==> config.mk <==
export PLATFORM = sky130hd
export DESIGN_NAME = atch_core_flat
export DESIGN_NICKNAME = d
export VERILOG_FILES = /design/src/sv/atch_pkg.sv /design/src/sv/atch_if.sv /design/src/sv/atch_core.sv /design/src/flat_wrapper.sv
export VERILOG_INCLUDE_DIRS = /design/src /design/src/sv
export SDC_FILE = /design/constraint.sdc
export NUM_CORES = 1
export LEC_CHECK = 0
export BUFFER_PORTS_ARGS = -buffer_cell sky130_fd_sc_hd__buf_2
export CAP_MARGIN = 15
export CELL_PAD_IN_SITES_DETAIL_PLACEMENT = 2
export CELL_PAD_IN_SITES_GLOBAL_PLACEMENT = 2
export CORE_MARGIN = 1.5
export CORE_UTILIZATION = 42
export DETAILED_ROUTE_END_ITERATION = 6
export MAX_ROUTING_LAYER = met4
export PLACE_DENSITY = 0.92
export SLEW_MARGIN = 5
export SYNTH_ARGS = -nofsm -noshare
export SYNTH_HDL_FRONTEND = slang
export SYNTH_SLANG_ARGS = --single-unit
==> constraint.sdc <==
create_clock -name clk_i -period 13.31 [get_ports clk_i]
set_input_delay 0.6655 -clock clk_i [delete_from_list [all_inputs] [get_ports clk_i]]
set_output_delay 0.6655 -clock clk_i [all_outputs]
set_load 0.02 [all_outputs]
==> src/sv/archive_table_crypt_hash_assert.svh <==
// Assertion macros shared by the crypt table and hash/decrypt datapath.
`ifndef ARCHIVE_TABLE_CRYPT_HASH_ASSERT_SVH
`define ARCHIVE_TABLE_CRYPT_HASH_ASSERT_SVH

// Checked only outside reset.
`define ATCH_ASSERT(name, prop, msg) \
  name: assert property (@(posedge clk_i) disable iff (!rst_ni) prop) \
    else $error(msg);

// Checked at every edge, reset included.
`define ATCH_ASSERT_RST(name, prop, msg) \
  name: assert property (@(posedge clk_i) prop) \
    else $error(msg);

`endif

==> src/sv/atch_pkg.sv <==
// Types and constants of the archive crypt table hash/decrypt block.
package atch_pkg;

  localparam int TableDepth = 1280;
  localparam int TableAw    = 11;

  // Table generator: seed = (seed * 125 + 3) mod 0x2AAAAB
  localparam logic [21:0] GenStart = 22'h100001;
  localparam logic [21:0] GenMod   = 22'h2AAAAB;
  localparam logic [28:0] GenMul   = 29'd125;
  localparam logic [28:0] GenInc   = 29'd3;
  localparam int          GenShift = 51;
  // floor(2^51 / mod): quotient estimate is low by at most one
  localparam logic [29:0] GenRecip = 30'((64'd1 << GenShift) / 64'(GenMod));
  localparam logic [2:0]  LastRow  = 3'd4;
  localparam logic [7:0]  LastCol  = 8'hFF;

  localparam logic [31:0] HashStartOne = 32'h7FED7FED;
  localparam logic [31:0] SeedStartTwo = 32'hEEEEEEEE;
  localparam logic [31:0] KeyAdd       = 32'h11111111;
  localparam logic [31:0] MixInc       = 32'd3;
  localparam int          MixShl       = 5;
  localparam int          KeyShl       = 21;
  localparam int          KeyShr       = 11;
  localparam logic [TableAw-1:0] KeyMixBase = 11'h400;

  localparam logic [7:0] CharLowA   = 8'h61;
  localparam logic [7:0] CharLowZ   = 8'h7A;
  localparam logic [7:0] CaseOffset = 8'h20;

  typedef enum logic {
    OP_HASH    = 1'b0,
    OP_DECRYPT = 1'b1
  } op_e;

  typedef enum logic {
    KIND_WORD = 1'b0,
    KIND_HASH = 1'b1
  } kind_e;

  typedef enum logic [1:0] {
    GEN_MUL,
    GEN_QUO,
    GEN_RED,
    GEN_DONE
  } gen_state_e;

  // Table read port request from the datapath.
  typedef struct packed {
    logic               en;
    logic [TableAw-1:0] addr;
  } tbl_rd_t;

endpackage

==> src/sv/atch_if.sv <==
// Request and result stream interfaces of the hash/decrypt block.
interface atch_in_if;
  import atch_pkg::*;
  logic        valid;
  logic        ready;
  logic        operation;
  logic [31:0] data_word;
  logic [1:0]  hash_type;
  logic [31:0] block_key;
  logic        first_item;
  logic        last_item;

  modport source (output valid, operation, data_word, hash_type, block_key,
                  first_item, last_item, input ready);
  modport sink (input valid, operation, data_word, hash_type, block_key,
                first_item, last_item, output ready);
endinterface

interface atch_out_if;
  import atch_pkg::*;
  logic        valid;
  logic        ready;
  logic [31:0] result_word;
  logic        result_kind;

  modport source (output valid, result_word, result_kind, input ready);
  modport sink (input valid, result_word, result_kind, output ready);
endinterface

==> src/sv/atch_core.sv <==
// Hash and decrypt datapath: table read at accept, then update and registered result.
`include "archive_table_crypt_hash_assert.svh"

module atch_core (
  input  logic              clk_i,
  input  logic              rst_ni,
  atch_in_if.sink           in_i,
  atch_out_if.source        out_o,
  input  logic              tbl_ready_i,
  input  logic [31:0]       tbl_rdata_i,
  output atch_pkg::tbl_rd_t rd_o
);
  import atch_pkg::*;

  typedef struct packed {
    op_e         op;
    logic [7:0]  ch;
    logic [31:0] word;
    logic [31:0] key1;
    logic        first;
    logic        last;
  } pipe_t;

  pipe_t       p_q, p_d;
  logic        p_valid_q, p_valid_d;
  logic [31:0] key1_q, key1_d;
  logic [31:0] seed1_q, seed1_d;
  logic [31:0] seed2_q, seed2_d;
  logic [31:0] key2_q, key2_d;
  logic        out_valid_q, out_valid_d;
  logic [31:0] out_word_q, out_word_d;
  kind_e       out_kind_q, out_kind_d;

  logic        accept;
  logic        p_adv;
  logic        produce;
  logic [7:0]  ch_raw;
  logic [7:0]  ch_up;
  logic [31:0] key1_cur;
  logic [31:0] s1_cur, s2_cur, s1_new, s2_new;
  logic [31:0] k2_cur, k2_mix, plain;

  // Request stage: case fold, table address, key one advance
  always_comb begin
    ch_raw   = in_i.data_word[7:0];
    ch_up    = ((ch_raw >= CharLowA) && (ch_raw <= CharLowZ)) ? ch_raw - CaseOffset : ch_raw;
    key1_cur = in_i.first_item ? in_i.block_key : key1_q;
    accept   = in_i.valid && in_i.ready;

    p_d.op    = op_e'(in_i.operation);
    p_d.ch    = ch_up;
    p_d.word  = in_i.data_word;
    p_d.key1  = key1_cur;
    p_d.first = in_i.first_item;
    p_d.last  = in_i.last_item;

    rd_o.en = accept;
    if (in_i.operation == OP_DECRYPT) begin
      rd_o.addr = KeyMixBase + {3'd0, key1_cur[7:0]};
    end else begin
      rd_o.addr = {1'b0, in_i.hash_type, ch_up};
    end

    key1_d = key1_q;
    if (accept && (in_i.operation == OP_DECRYPT)) begin
      key1_d = ((~key1_cur << KeyShl) + KeyAdd) | (key1_cur >> KeyShr);
    end
  end

  // Update stage: table word is here, seeds and key two chain item to item
  always_comb begin
    s1_cur = p_q.first ? HashStartOne : seed1_q;
    s2_cur = p_q.first ? SeedStartTwo : seed2_q;
    s1_new = tbl_rdata_i ^ (s1_cur + s2_cur);
    s2_new = {24'd0, p_q.ch} + s1_new + s2_cur + (s2_cur << MixShl) + MixInc;

    k2_cur = p_q.first ? SeedStartTwo : key2_q;
    k2_mix = k2_cur + tbl_rdata_i;
    plain  = p_q.word ^ (p_q.key1 + k2_mix);

    produce = (p_q.op == OP_DECRYPT) || p_q.last;
    p_adv   = p_valid_q && (!out_valid_q || out_o.ready || !produce);

    seed1_d = seed1_q;
    seed2_d = seed2_q;
    key2_d  = key2_q;
    if (p_adv) begin
      if (p_q.op == OP_DECRYPT) begin
        key2_d = plain + k2_mix + (k2_mix << MixShl) + MixInc;
      end else begin
        seed1_d = s1_new;
        seed2_d = s2_new;
      end
    end

    out_valid_d = out_valid_q;
    out_word_d  = out_word_q;
    out_kind_d  = out_kind_q;
    if (p_adv && produce) begin
      out_valid_d = 1'b1;
      out_word_d  = (p_q.op == OP_DECRYPT) ? plain : s1_new;
      out_kind_d  = (p_q.op == OP_DECRYPT) ? KIND_WORD : KIND_HASH;
    end else if (out_o.ready) begin
      out_valid_d = 1'b0;
    end

    if (accept) begin
      p_valid_d = 1'b1;
    end else if (p_adv) begin
      p_valid_d = 1'b0;
    end else begin
      p_valid_d = p_valid_q;
    end
  end

  always_ff @(posedge clk_i or negedge rst_ni) begin
    if (!rst_ni) begin
      p_valid_q   <= 1'b0;
      out_valid_q <= 1'b0;
      key1_q      <= 32'd0;
      key2_q      <= SeedStartTwo;
      seed1_q     <= HashStartOne;
      seed2_q     <= SeedStartTwo;
    end else begin
      p_valid_q   <= p_valid_d;
      out_valid_q <= out_valid_d;
      key1_q      <= key1_d;
      key2_q      <= key2_d;
      seed1_q     <= seed1_d;
      seed2_q     <= seed2_d;
    end
  end

  always_ff @(posedge clk_i) begin
    if (accept) begin
      p_q <= p_d;
    end
    out_word_q <= out_word_d;
    out_kind_q <= out_kind_d;
  end

  assign in_i.ready        = tbl_ready_i && (!p_valid_q || p_adv);
  assign out_o.valid       = out_valid_q;
  assign out_o.result_word = out_word_q;
  assign out_o.result_kind = out_kind_q;

  `ATCH_ASSERT(a_accept_after_fill, (in_i.valid && in_i.ready) |-> tbl_ready_i, "request taken before table fill")
  `ATCH_ASSERT(a_stall_holds_stage, (p_valid_q && !p_adv) |=> p_valid_q, "stalled request dropped")
  `ATCH_ASSERT(a_decrypt_gives_result, (p_adv && (p_q.op == OP_DECRYPT)) |=> out_valid_q, "decrypt request gave no result")

endmodule

==> src/flat_wrapper.sv <==
// flat-port wrapper written by rule: the top's interface ports become plain ports
module atch_core_flat import atch_pkg::*;
  (clk_i, rst_ni, tbl_ready_i, tbl_rdata_i, rd_o, in_i_valid, in_i_operation, in_i_data_word, in_i_hash_type, in_i_block_key, in_i_first_item, in_i_last_item, in_i_ready, out_o_valid, out_o_result_word, out_o_result_kind, out_o_ready);
  atch_in_if in_i_i ();
  atch_out_if out_o_i ();
  input  logic clk_i;
  input  logic rst_ni;
  input  logic tbl_ready_i;
  input  logic [31:0] tbl_rdata_i;
  output atch_pkg::tbl_rd_t rd_o;
  input wire logic [$bits(in_i_i.valid)-1:0] in_i_valid;
  input wire logic [$bits(in_i_i.operation)-1:0] in_i_operation;
  input wire logic [$bits(in_i_i.data_word)-1:0] in_i_data_word;
  input wire logic [$bits(in_i_i.hash_type)-1:0] in_i_hash_type;
  input wire logic [$bits(in_i_i.block_key)-1:0] in_i_block_key;
  input wire logic [$bits(in_i_i.first_item)-1:0] in_i_first_item;
  input wire logic [$bits(in_i_i.last_item)-1:0] in_i_last_item;
  output wire logic [$bits(in_i_i.ready)-1:0] in_i_ready;
  output wire logic [$bits(out_o_i.valid)-1:0] out_o_valid;
  output wire logic [$bits(out_o_i.result_word)-1:0] out_o_result_word;
  output wire logic [$bits(out_o_i.result_kind)-1:0] out_o_result_kind;
  input wire logic [$bits(out_o_i.ready)-1:0] out_o_ready;
  assign in_i_i.valid = in_i_valid;
  assign in_i_i.operation = in_i_operation;
  assign in_i_i.data_word = in_i_data_word;
  assign in_i_i.hash_type = in_i_hash_type;
  assign in_i_i.block_key = in_i_block_key;
  assign in_i_i.first_item = in_i_first_item;
  assign in_i_i.last_item = in_i_last_item;
  assign in_i_ready = in_i_i.ready;
  assign out_o_valid = out_o_i.valid;
  assign out_o_result_word = out_o_i.result_word;
  assign out_o_result_kind = out_o_i.result_kind;
  assign out_o_i.ready = out_o_ready;
  atch_core u_core (.clk_i(clk_i), .rst_ni(rst_ni), .in_i(in_i_i), .out_o(out_o_i), .tbl_ready_i(tbl_ready_i), .tbl_rdata_i(tbl_rdata_i), .rd_o(rd_o));
endmodule
Word level (Yosys, flattened, before mapping)
Cells that the tools add are included.
- input port bits: 106
- logic and storage cells: 63
- output and inout port bits: 47
- register bits after elaboration: 238
- reduce and logical (&&, ||, !) cells: 17
- multiplexer cells: 12
- magnitude comparators: 2
- bitwise operators: 5
- add/subtract/negate cells: 13
- operators with widths (operator ; number):
    adder 32 bit ; 7
    2-to-1 mux 32 bit ; 5
    adder 32 x 2 -> 32 bit (second input constant) ; 2
    XOR 32 bit ; 2
    adder 32 x 29 -> 32 bit (second input constant) ; 1
    adder 8 x 32 -> 32 bit ; 1
    bitwise OR 32 x 21 -> 32 bit ; 1
    adder 11 x 8 -> 11 bit (first input constant) ; 1
    2-to-1 mux 11 bit ; 1
    inverter 11 bit ; 1
    >= comparator 8 x 7 -> 1 bit (second input constant) ; 1
    less-or-equal comparator 8 x 7 -> 1 bit (second input constant) ; 1
    2-to-1 mux 8 bit ; 1
    subtractor 8 x 6 -> 8 bit (second input constant) ; 1
    logical AND 1 bit ; 6
    2-to-1 mux 1 bit ; 5
    logical OR 1 bit ; 4
    AND reduction 2 bit ; 2
    nonzero test 2 bit ; 2
    zero test 1 bit ; 3
    inverter 1 bit ; 1

Longest topological paths before layout
Gate-level depths: netlist of run 1.
- word-level depth: 8
- depth in mapped cells: 35
- gate-level depth less buffers: 33

Least setup slack after synthesis of run 1
No wires, ideal clock.
- path type: register -> register
- from: reg u_core.p_q[1] (netlist name)
- to: reg u_core.key2_q[31]
- library setup time: 64 ps
- data required time: 13246 ps
- path buffers: 3
- slack: 5910 ps
- clock period less this slack: 7400 ps
- data arrival time: 7337 ps
- cell stages (with the launch flop): 36
- path through: edfxtp_1 > clkbuf_1 > clkbuf_1 > or2_2 > fa_1 > a211oi_1 > o21bai_1 > a21oi_1 > o21ai_0 > a21oi_1 > nor2b_1 > o21a_1 > o31a_1 > ha_1 > a21o_1 > a21oi_1 > o21ai_0 > a211oi_2 > o21ai_0 > a21o_1 > a21oi_1 > xnor2_1 > fa_1 > inv_1 > ha_1 > clkbuf_1 > a211o_1 > and3_1 > o211ai_1 > a21oi_1 > a311oi_1 > o21ai_0 > o41ai_1 > xnor3_1 > or3_1 > nand3_1
- longest elaborated chain between the ends: 7
- RTL lines (element ; line ; source):
    from (decl) ; atch_core.sv:24 ; pipe_t p_q, p_d;
    from (signal assigned) ; atch_core.sv:136 ; p_q <= p_d;
    2-to-1 mux 32 bit (*) ; atch_core.sv:77 ; k2_cur = p_q.first ? SeedStartTwo : key2_q;
    adder 32 bit (*) ; atch_core.sv:78 ; k2_mix = k2_cur + tbl_rdata_i;
    adder 32 bit ; atch_core.sv:79 ; plain = p_q.word ^ (p_q.key1 + k2_mix);
    XOR 32 bit ; atch_core.sv:79 ;
    adder 32 bit ; atch_core.sv:89 ; key2_d = plain + k2_mix + (k2_mix << MixShl) + MixInc;
    adder 32 bit (*) ; atch_core.sv:89 ;
    adder 32 x 2 -> 32 bit (*) ; atch_core.sv:89 ;
    to (signal assigned) ; atch_core.sv:121 ; key2_q <= SeedStartTwo;
    to (signal assigned) ; atch_core.sv:128 ; key2_q <= key2_d;
    to (decl) ; atch_core.sv:29 ; logic [31:0] key2_q, key2_d;
Mark *: on every way between the ends. The rest lies on a longest branch, timed or not.
A chain may end at the register's enable or synchronous reset.

Final worst setup path of run 1
Same ends and word-level chain as after synthesis.

==> results of run 1 <==
## worst paths after layout
| path | from | end | slack, ps | cells after the start |
|---|---|---|---|---|
| worst max register to register | u_core.p_q[1]$_DFFE_PP_ | u_core.key2_q[31]$_DFFE_PN1P_ | 4010 | 34 |
| worst min-delay path | in_i_data_word[10] | u_core.p_q[44]$_DFFE_PP_ | 240 | 1 |
| worst min register to register | u_core.seed1_q[18]$_DFFE_PN1P_ | u_core.seed1_q[18]$_DFFE_PN1P_ | 490 | 2 |
| max in group asynchronous | rst_ni | u_core.seed2_q[20]$_DFFE_PN0P_ | 11440 | 2 |
| worst max-delay path | u_core.p_q[1]$_DFFE_PP_ | u_core.key2_q[31]$_DFFE_PN1P_ | 4010 | 34 |
| min in group asynchronous | rst_ni | u_core.key1_q[25]$_DFFE_PN0P_ | 260 | 1 |
## kinds of logic after synthesis
group                      share of synthesized area, %
AOI/OAI and AO/OA                                  16.7
xor gates and xnor gates                           9.66
adders and majority gates                          18.8
buffers and inverters                              4.65
DFF                                                32.1
muxes                                              3.61
and+or+nand+nor                                    14.4
## cell type report
| cell class | instances | area (um2) |
|---|---|---|
| Clock buffer | 36 | 782 |
| Timing Repair Buffer | 162 | 851 |
| Antenna cell | 2 | 5.00 |
| Inverter | 187 | 702 |
| Tap cell | 607 | 759 |
| Sequential cell | 228 | 6310 |
| Clock inverter | 18 | 275 |
| Multi-Input combinational cell | 1623 | 12500 |
| Fill cell | 4873 | 24200 |
## per-layer routing
layer / part of all wire (%) / vias up
met2: 50 / 764
met4: 5.6 / 0
met1: 39 / 9190
li1: - / 7563
met5: 0 / -
met3: 5.6 / 299
## cell usage in the layout, fill, tap and decap left out, types with 14 or more instances in the layout
master     instances
a21o_1            65
a21oi_1          155
and3_1            24
buf_2            151
clkbuf_16         29
dfrtp_1           51
dfstp_2           74
edfxtp_1         103
fa_1              64
ha_1             193
inv_1            186
mux2_2            47
mux2i_1           18
nand2_1          212
nand2b_1          27
nand3_1           26
nand4_1           14
nor2_1            85
nor2b_1           31
nor3_1            23
o21a_1            21
o21ai_0          135
o21bai_1          18
o31ai_1           15
or2_2             81
xnor2_1          133
xor2_1            76
## metrics by stage
stage	hold WS [ps]	worst slack, ps	cells
3_3_place_gp	438	4840	2806
4_1_cts	222	4140	2860
2_1_floorplan	370	5910	2092
3_5_place_dp	460	4520	2806
6_report	237	4010	2863
5_1_grt	230	3490	2863
## sequential cells by signal, indices dropped and copies added, names as in the netlist
register / cells
u_core.out_o.result_word: 32
u_core.seed1_q: 32
u_core.p_q: 70
u_core.seed2_q: 32
u_core.p_valid_q: 1
u_core.key2_q: 32
u_core.out_o.result_kind: 1
u_core.key1_q: 27
u_core.out_o.valid: 1
## worst max-delay path, delay by kind of cell, from the launching register on
kind,cells,cell delay [ps]
buf+inv,2,780
compound gates,20,4720
simple gates,5,850
xor+xnor,2,440
fa+ha+maj,5,2070
flops,1,350
==> impl_metrics.prom, run 1 <==
# TYPE chip_impl_metric gauge
chip_impl_info{name="outcome",value="complete, no violations"} 1
chip_impl_metric{name="timing_worst_slew_pin_value",unit="ps"} 1110
chip_impl_metric{name="clock_h_tree_levels",unit=""} 1
chip_impl_metric{name="drt-wirelength-per-cell",unit="um"} 30.3
chip_impl_info{name="critPathMostFrequentCell",value="a21oi_1"} 1
chip_impl_metric{name="postSynthCellCount",unit=""} 2092
chip_impl_metric{name="fin_area",unit="um2"} 22100
chip_impl_metric{name="post_synth_instance_area",unit="um2"} 19700
chip_impl_metric{name="first_pass_iters",unit=""} 6
chip_impl_metric{name="critPathMaxFanout",unit=""} 96
chip_impl_metric{name="total_of_max_cap_violations",unit=""} 0
chip_impl_metric{name="number_of_top_level_pins",unit=""} 153
chip_impl_metric{name="global_route.usage.met1",unit="%"} 43.1
chip_impl_metric{name="slew_violations",unit=""} 0
chip_impl_metric{name="port_buffers",unit=""} 152
chip_impl_info{name="unrepaired_setup_endpoints_after_global_routing",value="false"} 1
chip_impl_metric{name="dpl_wire_length",unit="um"} 58700
chip_impl_metric{name="numCtsBuffers",unit=""} 29
chip_impl_metric{name="grt_antenna_before_repair",unit=""} 3
chip_impl_metric{name="syn2layout_area_growth",unit="%"} 12.7
chip_impl_info{name="start_kind",value="flop"} 1
chip_impl_metric{name="detail_route.vias_per_cell",unit=""} 6.22
chip_impl_metric{name="achievable-frequency",unit="MHz"} 107
chip_impl_metric{name="synth.yosys.warnings",unit=""} 0
chip_impl_metric{name="layout.nets",unit=""} 2594
chip_impl_info{name="synth_ff_type",value="edfxtp_1"} 1
chip_impl_metric{name="finalSetupViolCount",unit=""} 0
chip_impl_metric{name="postSynthRegisterBits",unit=""} 228
chip_impl_metric{name="grt_pass1_wl",unit="um"} 130000
chip_impl_metric{name="max_stage_delay",unit="ps"} 730
chip_impl_metric{name="cp.required",unit="ps"} 13850
chip_impl_metric{name="die_x",unit="um"} 219
chip_impl_metric{name="max-clock-path-buffers",unit=""} 3
chip_impl_metric{name="slew_headroom",unit="%"} 25.6
chip_impl_info{name="synth.top_cells.by_area",value="edfxtp_1, ha_1, dfstp_2"} 1
chip_impl_metric{name="first_iter_violations",unit=""} 1317
chip_impl_metric{name="global_route.usage.met3",unit="%"} 5.34
chip_impl_info{name="synth_most_common_cell",value="nand2_1"} 1
chip_impl_metric{name="synth_async_sr_flop_share",unit="%"} 54.8
chip_impl_metric{name="placed_area",unit="um2"} 21100
chip_impl_metric{name="synth.net_count",unit=""} 2455
chip_impl_metric{name="grt_start_max_net_pins",unit=""} 104
chip_impl_info{name="tritoncts",value="yes"} 1
chip_impl_metric{name="final_core_util",unit="%"} 47.8
chip_impl_info{name="cp_slowest_cell",value="buf_4"} 1
chip_impl_metric{name="rows",unit=""} 79
chip_impl_metric{name="worst_ep_arrival_time",unit="ps"} 9840
chip_impl_metric{name="die_height",unit="um"} 219
chip_impl_metric{name="fin_crit",unit="ps"} 9300
chip_impl_metric{name="fp.dieArea",unit="um2"} 48100
chip_impl_metric{name="timing.final.crit_share",unit="%"} 69.9
chip_impl_metric{name="synth.distinct_cells",unit=""} 88
chip_impl_info{name="worst_hold_path_type",value="in -> reg"} 1
chip_impl_info{name="cts_root_buf",value="clkbuf_16"} 1
chip_impl_metric{name="groute.layer.met2.usage",unit="%"} 63.0
chip_impl_metric{name="track_usage",unit="%"} 37.3
chip_impl_metric{name="fin_setup_tns",unit="ps"} 0
chip_impl_info{name="top_usage_layer",value="met2"} 1
chip_impl_metric{name="detail_route.drc_violations",unit=""} 0
chip_impl_metric{name="cts_hold_buf",unit=""} 0
chip_impl_metric{name="yosysSeqAreaShare",unit="%"} 32.1
chip_impl_metric{name="path_clk_slew",unit="ps"} 60
chip_impl_metric{name="timing.clock.skew",unit="ps"} 15.6
chip_impl_metric{name="number_of_nets_with_antenna_violations_after_detailed_routing",unit=""} 0
chip_impl_metric{name="start_util",unit="%"} 42.4
chip_impl_info{name="crit_path_end_kind",value="flop"} 1
chip_impl_metric{name="final_hold_viol_count",unit=""} 0
chip_impl_metric{name="syn-mean-instance-area",unit="um2"} 9.40
chip_impl_metric{name="post_route_cells_drive_above_1_share",unit="%"} 19.5
chip_impl_info{name="synth_top_cells_by_count",value="nand2_1, ha_1, inv_1"} 1
chip_impl_metric{name="insertion_delay",unit="ps"} 610
chip_impl_metric{name="placeableCoreArea",unit="um2"} 46400
chip_impl_info{name="synth_area_leader_cell",value="edfxtp_1"} 1
chip_impl_metric{name="grt_pass1_vias",unit=""} 20100
chip_impl_metric{name="num_vias",unit=""} 17800
chip_impl_metric{name="synth_top_area_share",unit="%"} 15.7
chip_impl_metric{name="overflow",unit=""} 0
chip_impl_metric{name="cts_resized",unit=""} 0
chip_impl_metric{name="wl",unit="um"} 86800
chip_impl_metric{name="post_cts_buffers",unit=""} 0
chip_impl_metric{name="synth_enable_flop_cells",unit=""} 103
chip_impl_metric{name="gp_congestion",unit=""} 0.905
chip_impl_metric{name="numClockSinks",unit=""} 228
chip_impl_info{name="worstSetupPathType",value="reg -> reg"} 1
Power of run 1 is not shown: default switching activity piles up to over one toggle a cycle in this logic, so the estimate is an artifact.
==> run 2, diff against run 1 <==
--- a/config.mk
+++ b/config.mk
@@ -11,10 +11,10 @@
 export CELL_PAD_IN_SITES_DETAIL_PLACEMENT = 2
 export CELL_PAD_IN_SITES_GLOBAL_PLACEMENT = 2
 export CORE_MARGIN = 1.5
-export CORE_UTILIZATION = 42
+export CORE_UTILIZATION = 39
 export DETAILED_ROUTE_END_ITERATION = 6
 export MAX_ROUTING_LAYER = met4
-export PLACE_DENSITY = 0.92
+export PLACE_DENSITY = 0.86
 export SLEW_MARGIN = 5
 export SYNTH_ARGS = -nofsm -noshare
 export SYNTH_HDL_FRONTEND = slang
==> constraint.sdc (replaced) <==
create_clock -name clk_i -period 8.6 [get_ports clk_i]
set_input_delay 0.43 -clock clk_i [delete_from_list [all_inputs] [get_ports clk_i]]
set_output_delay 0.43 -clock clk_i [all_outputs]
set_load 0.02 [all_outputs]
==> run 2 against run 1 <==
  * Via count is 6.8% lower
  * Die area is 7.6% higher
  * Hold slack worse by 210 ps
  * Fmax is 13% higher
  * Global-route usage is 8.3 points lower
  * Cell area is 0.94% higher
  * Utilization is 3.0 points lower
  * Sequential share of layout area is 0.26 points lower
  * Flip-flop and latch count stayed put
  * Highest routed layer unchanged
  * Clock-buffer cell count is 1 lower
==> impl_metrics.prom, run 2 (synthesized netlist as in run 1, its figures left out) <==
# TYPE chip_impl_metric gauge
chip_impl_metric{name="num_vias",unit=""} 16600
chip_impl_metric{name="first_iter_violations",unit=""} 857
chip_impl_metric{name="timing.clock.skew",unit="ps"} 12.4
chip_impl_info{name="timing.rr.start",value="u_core.p_q[1]$_DFFE_PP_"} 1
chip_impl_metric{name="final_hold_viol_count",unit=""} 0
chip_impl_metric{name="grt_pass1_vias",unit=""} 18400
chip_impl_metric{name="multiInputGateArea",unit="um2"} 12500
chip_impl_info{name="tritoncts",value="yes"} 1
chip_impl_metric{name="insertion_delay",unit="ps"} 580
chip_impl_metric{name="nFillCells",unit=""} 5383
chip_impl_info{name="r2r_end",value="u_core.key2_q[31]$_DFFE_PN1P_"} 1
chip_impl_metric{name="dpl_wire_length",unit="um"} 55900
chip_impl_metric{name="max_stage_delay",unit="ps"} 570
chip_impl_metric{name="port_buffers",unit=""} 152
chip_impl_info{name="cp_slowest_cell",value="fa_1"} 1
chip_impl_metric{name="number_of_nets_with_antenna_violations_after_detailed_routing",unit=""} 0
chip_impl_metric{name="achievable-frequency",unit="MHz"} 121
chip_impl_info{name="crit_family",value="compound AO/OA/AOI/OAI gates"} 1
chip_impl_metric{name="final_critical_path_setup_slack",unit="ps"} 369
chip_impl_info{name="outcome",value="complete, no violations"} 1
chip_impl_metric{name="max-clock-path-buffers",unit=""} 3
chip_impl_metric{name="ff2ff_path_depth",unit=""} 33
chip_impl_metric{name="fin_crit",unit="ps"} 8230
chip_impl_metric{name="first_pass_iters",unit=""} 5
chip_impl_metric{name="cp.required",unit="ps"} 9110
chip_impl_info{name="worst_hold_path_type",value="in -> reg"} 1
chip_impl_metric{name="fp.dieArea",unit="um2"} 51800
chip_impl_info{name="worst_hold_path.endpoint",value="u_core.p_q[65]$_DFFE_PP_"} 1
chip_impl_metric{name="path_clk_slew",unit="ps"} 60
chip_impl_metric{name="grt_antenna_before_repair",unit=""} 0
chip_impl_metric{name="post_route_cells_drive_above_1_share",unit="%"} 20.1
chip_impl_metric{name="wl",unit="um"} 72500
chip_impl_metric{name="total_of_max_cap_violations",unit=""} 0
chip_impl_metric{name="area_of_all_sequential_standard_cells",unit="um2"} 6310
chip_impl_metric{name="grt_pass1_wl",unit="um"} 110000
chip_impl_metric{name="slew_headroom",unit="%"} 28.9
chip_impl_metric{name="clock_h_tree_levels",unit=""} 1
chip_impl_metric{name="placeableCoreArea",unit="um2"} 50000
chip_impl_info{name="critPathMostFrequentCell",value="ha_1"} 1
chip_impl_metric{name="track_usage",unit="%"} 28.9
chip_impl_metric{name="timing.final.crit_share",unit="%"} 95.7
chip_impl_info{name="cts_root_buf",value="clkbuf_16"} 1
chip_impl_metric{name="gp_congestion",unit=""} 0.939
chip_impl_info{name="worstSetupStartpoint",value="u_core.p_q[1]$_DFFE_PP_"} 1
chip_impl_metric{name="worst_ep_arrival_time",unit="ps"} 8740
chip_impl_metric{name="slew_violations",unit=""} 0
chip_impl_metric{name="finalSetupViolCount",unit=""} 0
chip_impl_metric{name="grt_start_max_net_pins",unit=""} 103
chip_impl_info{name="largest-register",value="u_core.p_q"} 1
chip_impl_info{name="start_kind",value="flop"} 1
chip_impl_metric{name="numCtsBuffers",unit=""} 29
chip_impl_metric{name="final_core_util",unit="%"} 44.7
chip_impl_metric{name="worst_hold_path.num_cells",unit=""} 1
chip_impl_metric{name="die_x",unit="um"} 227
chip_impl_metric{name="antenna_cells_inserted",unit=""} 0
chip_impl_metric{name="syn2layout_area_growth",unit="%"} 13.7
chip_impl_info{name="worstSetupPathType",value="reg -> reg"} 1
chip_impl_metric{name="timing.critical_path.buf_inv",unit=""} 2
chip_impl_metric{name="detail_route.drc_violations",unit=""} 0
chip_impl_info{name="most_common_cell_after_layout_fill_and_taps_aside",value="nand2_1"} 1
chip_impl_metric{name="timing_worst_slew_pin_value",unit="ps"} 1060
chip_impl_metric{name="drt-wirelength-per-cell",unit="um"} 24.7
chip_impl_metric{name="critPathMaxFanout",unit=""} 17
chip_impl_metric{name="setup.reg_to_reg.worst_slack",unit="ps"} 370
chip_impl_metric{name="number_of_flip_flops_in_the_largest_register",unit=""} 70
chip_impl_metric{name="overflow",unit=""} 0
chip_impl_metric{name="detail_route.vias_per_cell",unit=""} 5.66
chip_impl_info{name="crit_path_end_kind",value="flop"} 1
chip_impl_metric{name="die_height",unit="um"} 227
chip_impl_metric{name="numClockSinks",unit=""} 228
chip_impl_info{name="min_from",value="in_i_data_word[31]"} 1
chip_impl_metric{name="rows",unit=""} 82
chip_impl_metric{name="number_of_top_level_pins",unit=""} 153
chip_impl_metric{name="dp_slack",unit="ps"} 265
chip_impl_metric{name="start_util",unit="%"} 39.3
chip_impl_info{name="mostFrequentLayoutCells",value="nand2_1, ha_1, inv_1"} 1
chip_impl_metric{name="layout.nets",unit=""} 2604
run 2: cell types whose count changed in the layout (fill, tap and decap cells not counted), moves of 2 or more:
| cell | change |
|---|---|
| o21ai_1 | +3 |
| clkinv_4 | +3 |
| a21oi_2 | +2 |
| diode_2 | -2 |
| clkinv_1 | -2 |
| a21oi_1 | -2 |
| dlygate4sd3_1 | +4 |
| buf_4 | +6 |
| o21ai_0 | -3 |
run 2: layer usage:
layer  up-vias  track usage (%)  part of all wire [%]
met2       380             49.8                    50
met5         -                -                     0
met3       136             2.80                   3.8
met1      8513             35.8                    43
li1       7583                -                     -
met4         0             8.95                   3.4
run 2: through the flow:
stage	TNS (ps)	instances	cell area (um2)	hold WS (ps)
after floorplan	0	2092	19700	134
after global placement	0	2874	21200	443
after detailed placement	0	2874	21200	457
after CTS	0	2931	22300	1.27
after global routing	-23.1	2935	22400	9.59
final	0	2935	22400	31.3
run 2: what timing repair did:
item / 4_1_cts / 5_1_grt
hold buffers: 4 / 0
setup endpoints to repair: 0 / 1
resized for setup: 0 / 9
buffers inserted: 0 / 3
endpoints found under the hold margin: 31 / 0
run 2: worst max path at each step:
stage | to | slack [ps] | depth (start not counted)
5_1_grt | u_core.key2_q[31]$_DFFE_PN1P_ | -20 | 34
2_1_floorplan | u_core.key2_q[31]$_DFFE_PN1P_ | 1200 | 35
4_1_cts | u_core.key2_q[31]$_DFFE_PN1P_ | 170 | 33
6_report | u_core.key2_q[31]$_DFFE_PN1P_ | 370 | 33
3_5_place_dp | u_core.key2_q[31]$_DFFE_PN1P_ | 270 | 33
3_3_place_gp | u_core.key2_q[31]$_DFFE_PN1P_ | 760 | 33
run 2: cell type report:
cell class                      instances  share of cell area, %
Clock buffer                           35                   3.48
Clock inverter                         18                   1.27
Inverter                              187                   3.14
Multi-Input combinational cell       1623                   55.9
Sequential cell                       228                   28.2
Tap cell                              672                   3.76
Timing Repair Buffer                  172                   4.22
Power of run 2 is left out for the same reason.
==> run 3, diff against run 2 <==
--- a/config.mk
+++ b/config.mk
@@ -15,6 +15,7 @@
 export DETAILED_ROUTE_END_ITERATION = 6
 export MAX_ROUTING_LAYER = met4
 export PLACE_DENSITY = 0.86
+export RECOVER_POWER = 25
 export SLEW_MARGIN = 5
 export SYNTH_ARGS = -nofsm -noshare
 export SYNTH_HDL_FRONTEND = slang
==> run 3 against run 2 <==
  * The flow now finishes with violations (capacitance limit, slew limit)
  * Utilization decreased by 0.058 points
  * Via count increased by 0.39%
  * Clock skew decreased by 1.5 ps
  * Die area unchanged
  * First-iteration DRC count increased by 6.7%
  * Global-route usage unchanged
  * Sequential share of layout area about the same
  * Hold slack about the same
  * Non-clock buffer count unchanged
  * Largest cell class unchanged
==> impl_metrics.prom, run 3 (synthesized netlist as in run 1, its figures left out) <==
# TYPE chip_impl_metric gauge
chip_impl_info{name="outcome",value="finished with violations"} 1
chip_impl_info{name="failed_checks",value="capacitance limit, slew limit"} 1
chip_impl_metric{name="final_hold_viol_count",unit=""} 0
chip_impl_metric{name="fin_setup_tns",unit="ps"} 0
chip_impl_metric{name="total_of_max_cap_violations",unit=""} 3
chip_impl_metric{name="die_x",unit="um"} 227
chip_impl_metric{name="port_buffers",unit=""} 152
chip_impl_metric{name="syn2layout_area_growth",unit="%"} 13.6
chip_impl_metric{name="placed_area",unit="um2"} 21200
chip_impl_metric{name="area_of_all_sequential_standard_cells",unit="um2"} 6310
chip_impl_info{name="worstSetupPathType",value="reg -> reg"} 1
chip_impl_metric{name="numClockSinks",unit=""} 228
chip_impl_metric{name="layout.nets",unit=""} 2604
chip_impl_info{name="mostFrequentLayoutCells",value="nand2_1, ha_1, inv_1"} 1
chip_impl_info{name="critPathMostFrequentCell",value="ha_1"} 1
chip_impl_info{name="largest-register",value="u_core.p_q"} 1
chip_impl_metric{name="path_clk_slew",unit="ps"} 60
chip_impl_metric{name="placeableCoreArea",unit="um2"} 50000
chip_impl_metric{name="grt_antenna_before_repair",unit=""} 0
chip_impl_metric{name="number_of_nets_with_antenna_violations_after_detailed_routing",unit=""} 0
chip_impl_info{name="cts_root_buf",value="clkbuf_16"} 1
chip_impl_metric{name="drt-wirelength-per-cell",unit="um"} 24.7
chip_impl_metric{name="number_of_flip_flops_in_the_largest_register",unit=""} 70
chip_impl_metric{name="clock_h_tree_levels",unit=""} 1
chip_impl_metric{name="antenna_cells_inserted",unit=""} 0
chip_impl_metric{name="number_of_top_level_pins",unit=""} 153
chip_impl_metric{name="dpl.cell_count",unit=""} 2874
chip_impl_metric{name="gp_congestion",unit=""} 0.939
chip_impl_metric{name="slew_violations",unit=""} 122
chip_impl_metric{name="die_height",unit="um"} 227
chip_impl_metric{name="track_usage",unit="%"} 28.9
chip_impl_metric{name="timing.final.crit_share",unit="%"} 95.9
chip_impl_metric{name="fin_area",unit="um2"} 22300
chip_impl_metric{name="detail_route.drc_violations",unit=""} 0
chip_impl_metric{name="stdcell_count",unit=""} 2935
chip_impl_metric{name="numCtsBuffers",unit=""} 29
chip_impl_info{name="cp_slowest_cell",value="fa_1"} 1
chip_impl_metric{name="timing_worst_slew_pin_value",unit="ps"} 3770
chip_impl_metric{name="critPathMaxFanout",unit=""} 17
chip_impl_metric{name="worst_ep_arrival_time",unit="ps"} 8760
chip_impl_metric{name="fin_crit",unit="ps"} 8250
chip_impl_metric{name="post_route_cells_drive_above_1_share",unit="%"} 18.3
chip_impl_metric{name="detail_route.vias_per_cell",unit=""} 5.68
chip_impl_metric{name="multiInputGateArea",unit="um2"} 12500
chip_impl_info{name="tritoncts",value="yes"} 1
chip_impl_metric{name="wl",unit="um"} 72600
chip_impl_info{name="crit_path_end_kind",value="flop"} 1
chip_impl_metric{name="cp.required",unit="ps"} 9110
chip_impl_metric{name="num_vias",unit=""} 16700
chip_impl_metric{name="grt_pass1_vias",unit=""} 18400
chip_impl_metric{name="hold-worst-slack",unit="ps"} 31.0
chip_impl_metric{name="grt_pass1_wl",unit="um"} 110000
chip_impl_metric{name="slew_headroom",unit="%"} -152
chip_impl_metric{name="rows",unit=""} 82
chip_impl_metric{name="timing.clock.skew",unit="ps"} 10.9
chip_impl_metric{name="first_iter_violations",unit=""} 914
chip_impl_metric{name="finalSetupViolCount",unit=""} 0
chip_impl_metric{name="first_pass_iters",unit=""} 5
chip_impl_metric{name="insertion_delay",unit="ps"} 580
chip_impl_metric{name="max-clock-path-buffers",unit=""} 3
chip_impl_metric{name="nFillCells",unit=""} 5392
chip_impl_metric{name="start_util",unit="%"} 39.3
chip_impl_metric{name="overflow",unit=""} 0
chip_impl_metric{name="grt_start_max_net_pins",unit=""} 103
chip_impl_metric{name="fp.dieArea",unit="um2"} 51800
chip_impl_metric{name="achievable-frequency",unit="MHz"} 121
chip_impl_info{name="start_kind",value="flop"} 1
chip_impl_metric{name="max_stage_delay",unit="ps"} 570
chip_impl_info{name="worst_hold_path_type",value="in -> reg"} 1
chip_impl_info{name="most_common_cell_after_layout_fill_and_taps_aside",value="nand2_1"} 1
chip_impl_metric{name="dpl_wire_length",unit="um"} 55900
-- run 3: cell types whose count changed in the layout (fill, tap and decap cells not counted), sizes merged --
cell / change
clkbuf: +19
buf: -19
-- run 3: area by class of cell --
cell class | count | area share [%]
clock buffers | 35 | 3.49
well taps | 672 | 3.77
repair buffers | 172 | 4.10
clock inverters | 18 | 1.27
flip-flops and latches | 228 | 28.3
inverters | 187 | 3.14
multi-input cells | 1623 | 56.0
-- run 3: final timing paths --
| kind | start | to | slack, ps | cells after the start |
|---|---|---|---|---|
| setup / recovery | u_core.p_q[1]$_DFFE_PP_ | u_core.key2_q[31]$_DFFE_PN1P_ | 350 | 33 |
| hold / removal | in_i_data_word[31] | u_core.p_q[65]$_DFFE_PP_ | 30 | 1 |
| setup reg to reg | u_core.p_q[1]$_DFFE_PP_ | u_core.key2_q[31]$_DFFE_PN1P_ | 350 | 33 |
| hold reg to reg | u_core.seed1_q[18]$_DFFE_PN1P_ | u_core.seed1_q[18]$_DFFE_PN1P_ | 460 | 2 |
| max in group asynchronous | rst_ni | u_core.seed2_q[4]$_DFFE_PN0P_ | 4340 | 3 |
| min in group asynchronous | rst_ni | u_core.key1_q[19]$_DFFE_PN0P_ | 1710 | 2 |
-- run 3: timing repair --
item,in CTS,in global routing
hold buffers,4,0
hold endpoints to repair,31,0
resized for setup,0,9
setup endpoints to repair,0,1
setup buffers,0,3
-- run 3: layer usage --
| layer | routed length, um | part of all wire (%) | track usage (%) |
|---|---|---|---|
| met5 | 0 | 0 | - |
| met4 | 2470 | 3.4 | 8.95 |
| met3 | 2550 | 3.5 | 2.80 |
| met2 | 36300 | 50 | 49.8 |
| met1 | 31200 | 43 | 35.8 |
-- run 3: metrics by stage --
stage | util (%) | worst slack, ps
6_report | 44.7 | 353
3_5_place_dp | 42.4 | 265
5_1_grt | 44.7 | -23.1
2_1_floorplan | - | 1200
4_1_cts | 44.6 | 171
3_3_place_gp | 42.4 | 761
-- run 3: critical path, delay by kind of cell (launching register included) --
family | cells | cell delay, ps
buffers and inverters | 2 | 270
and+or+nand+nor | 9 | 1570
AOI/OAI and AO/OA | 15 | 3640
DFF | 1 | 420
adders and majority gates | 4 | 1640
xor gates and xnor gates | 3 | 630
Power of run 3 is left out for the same reason.
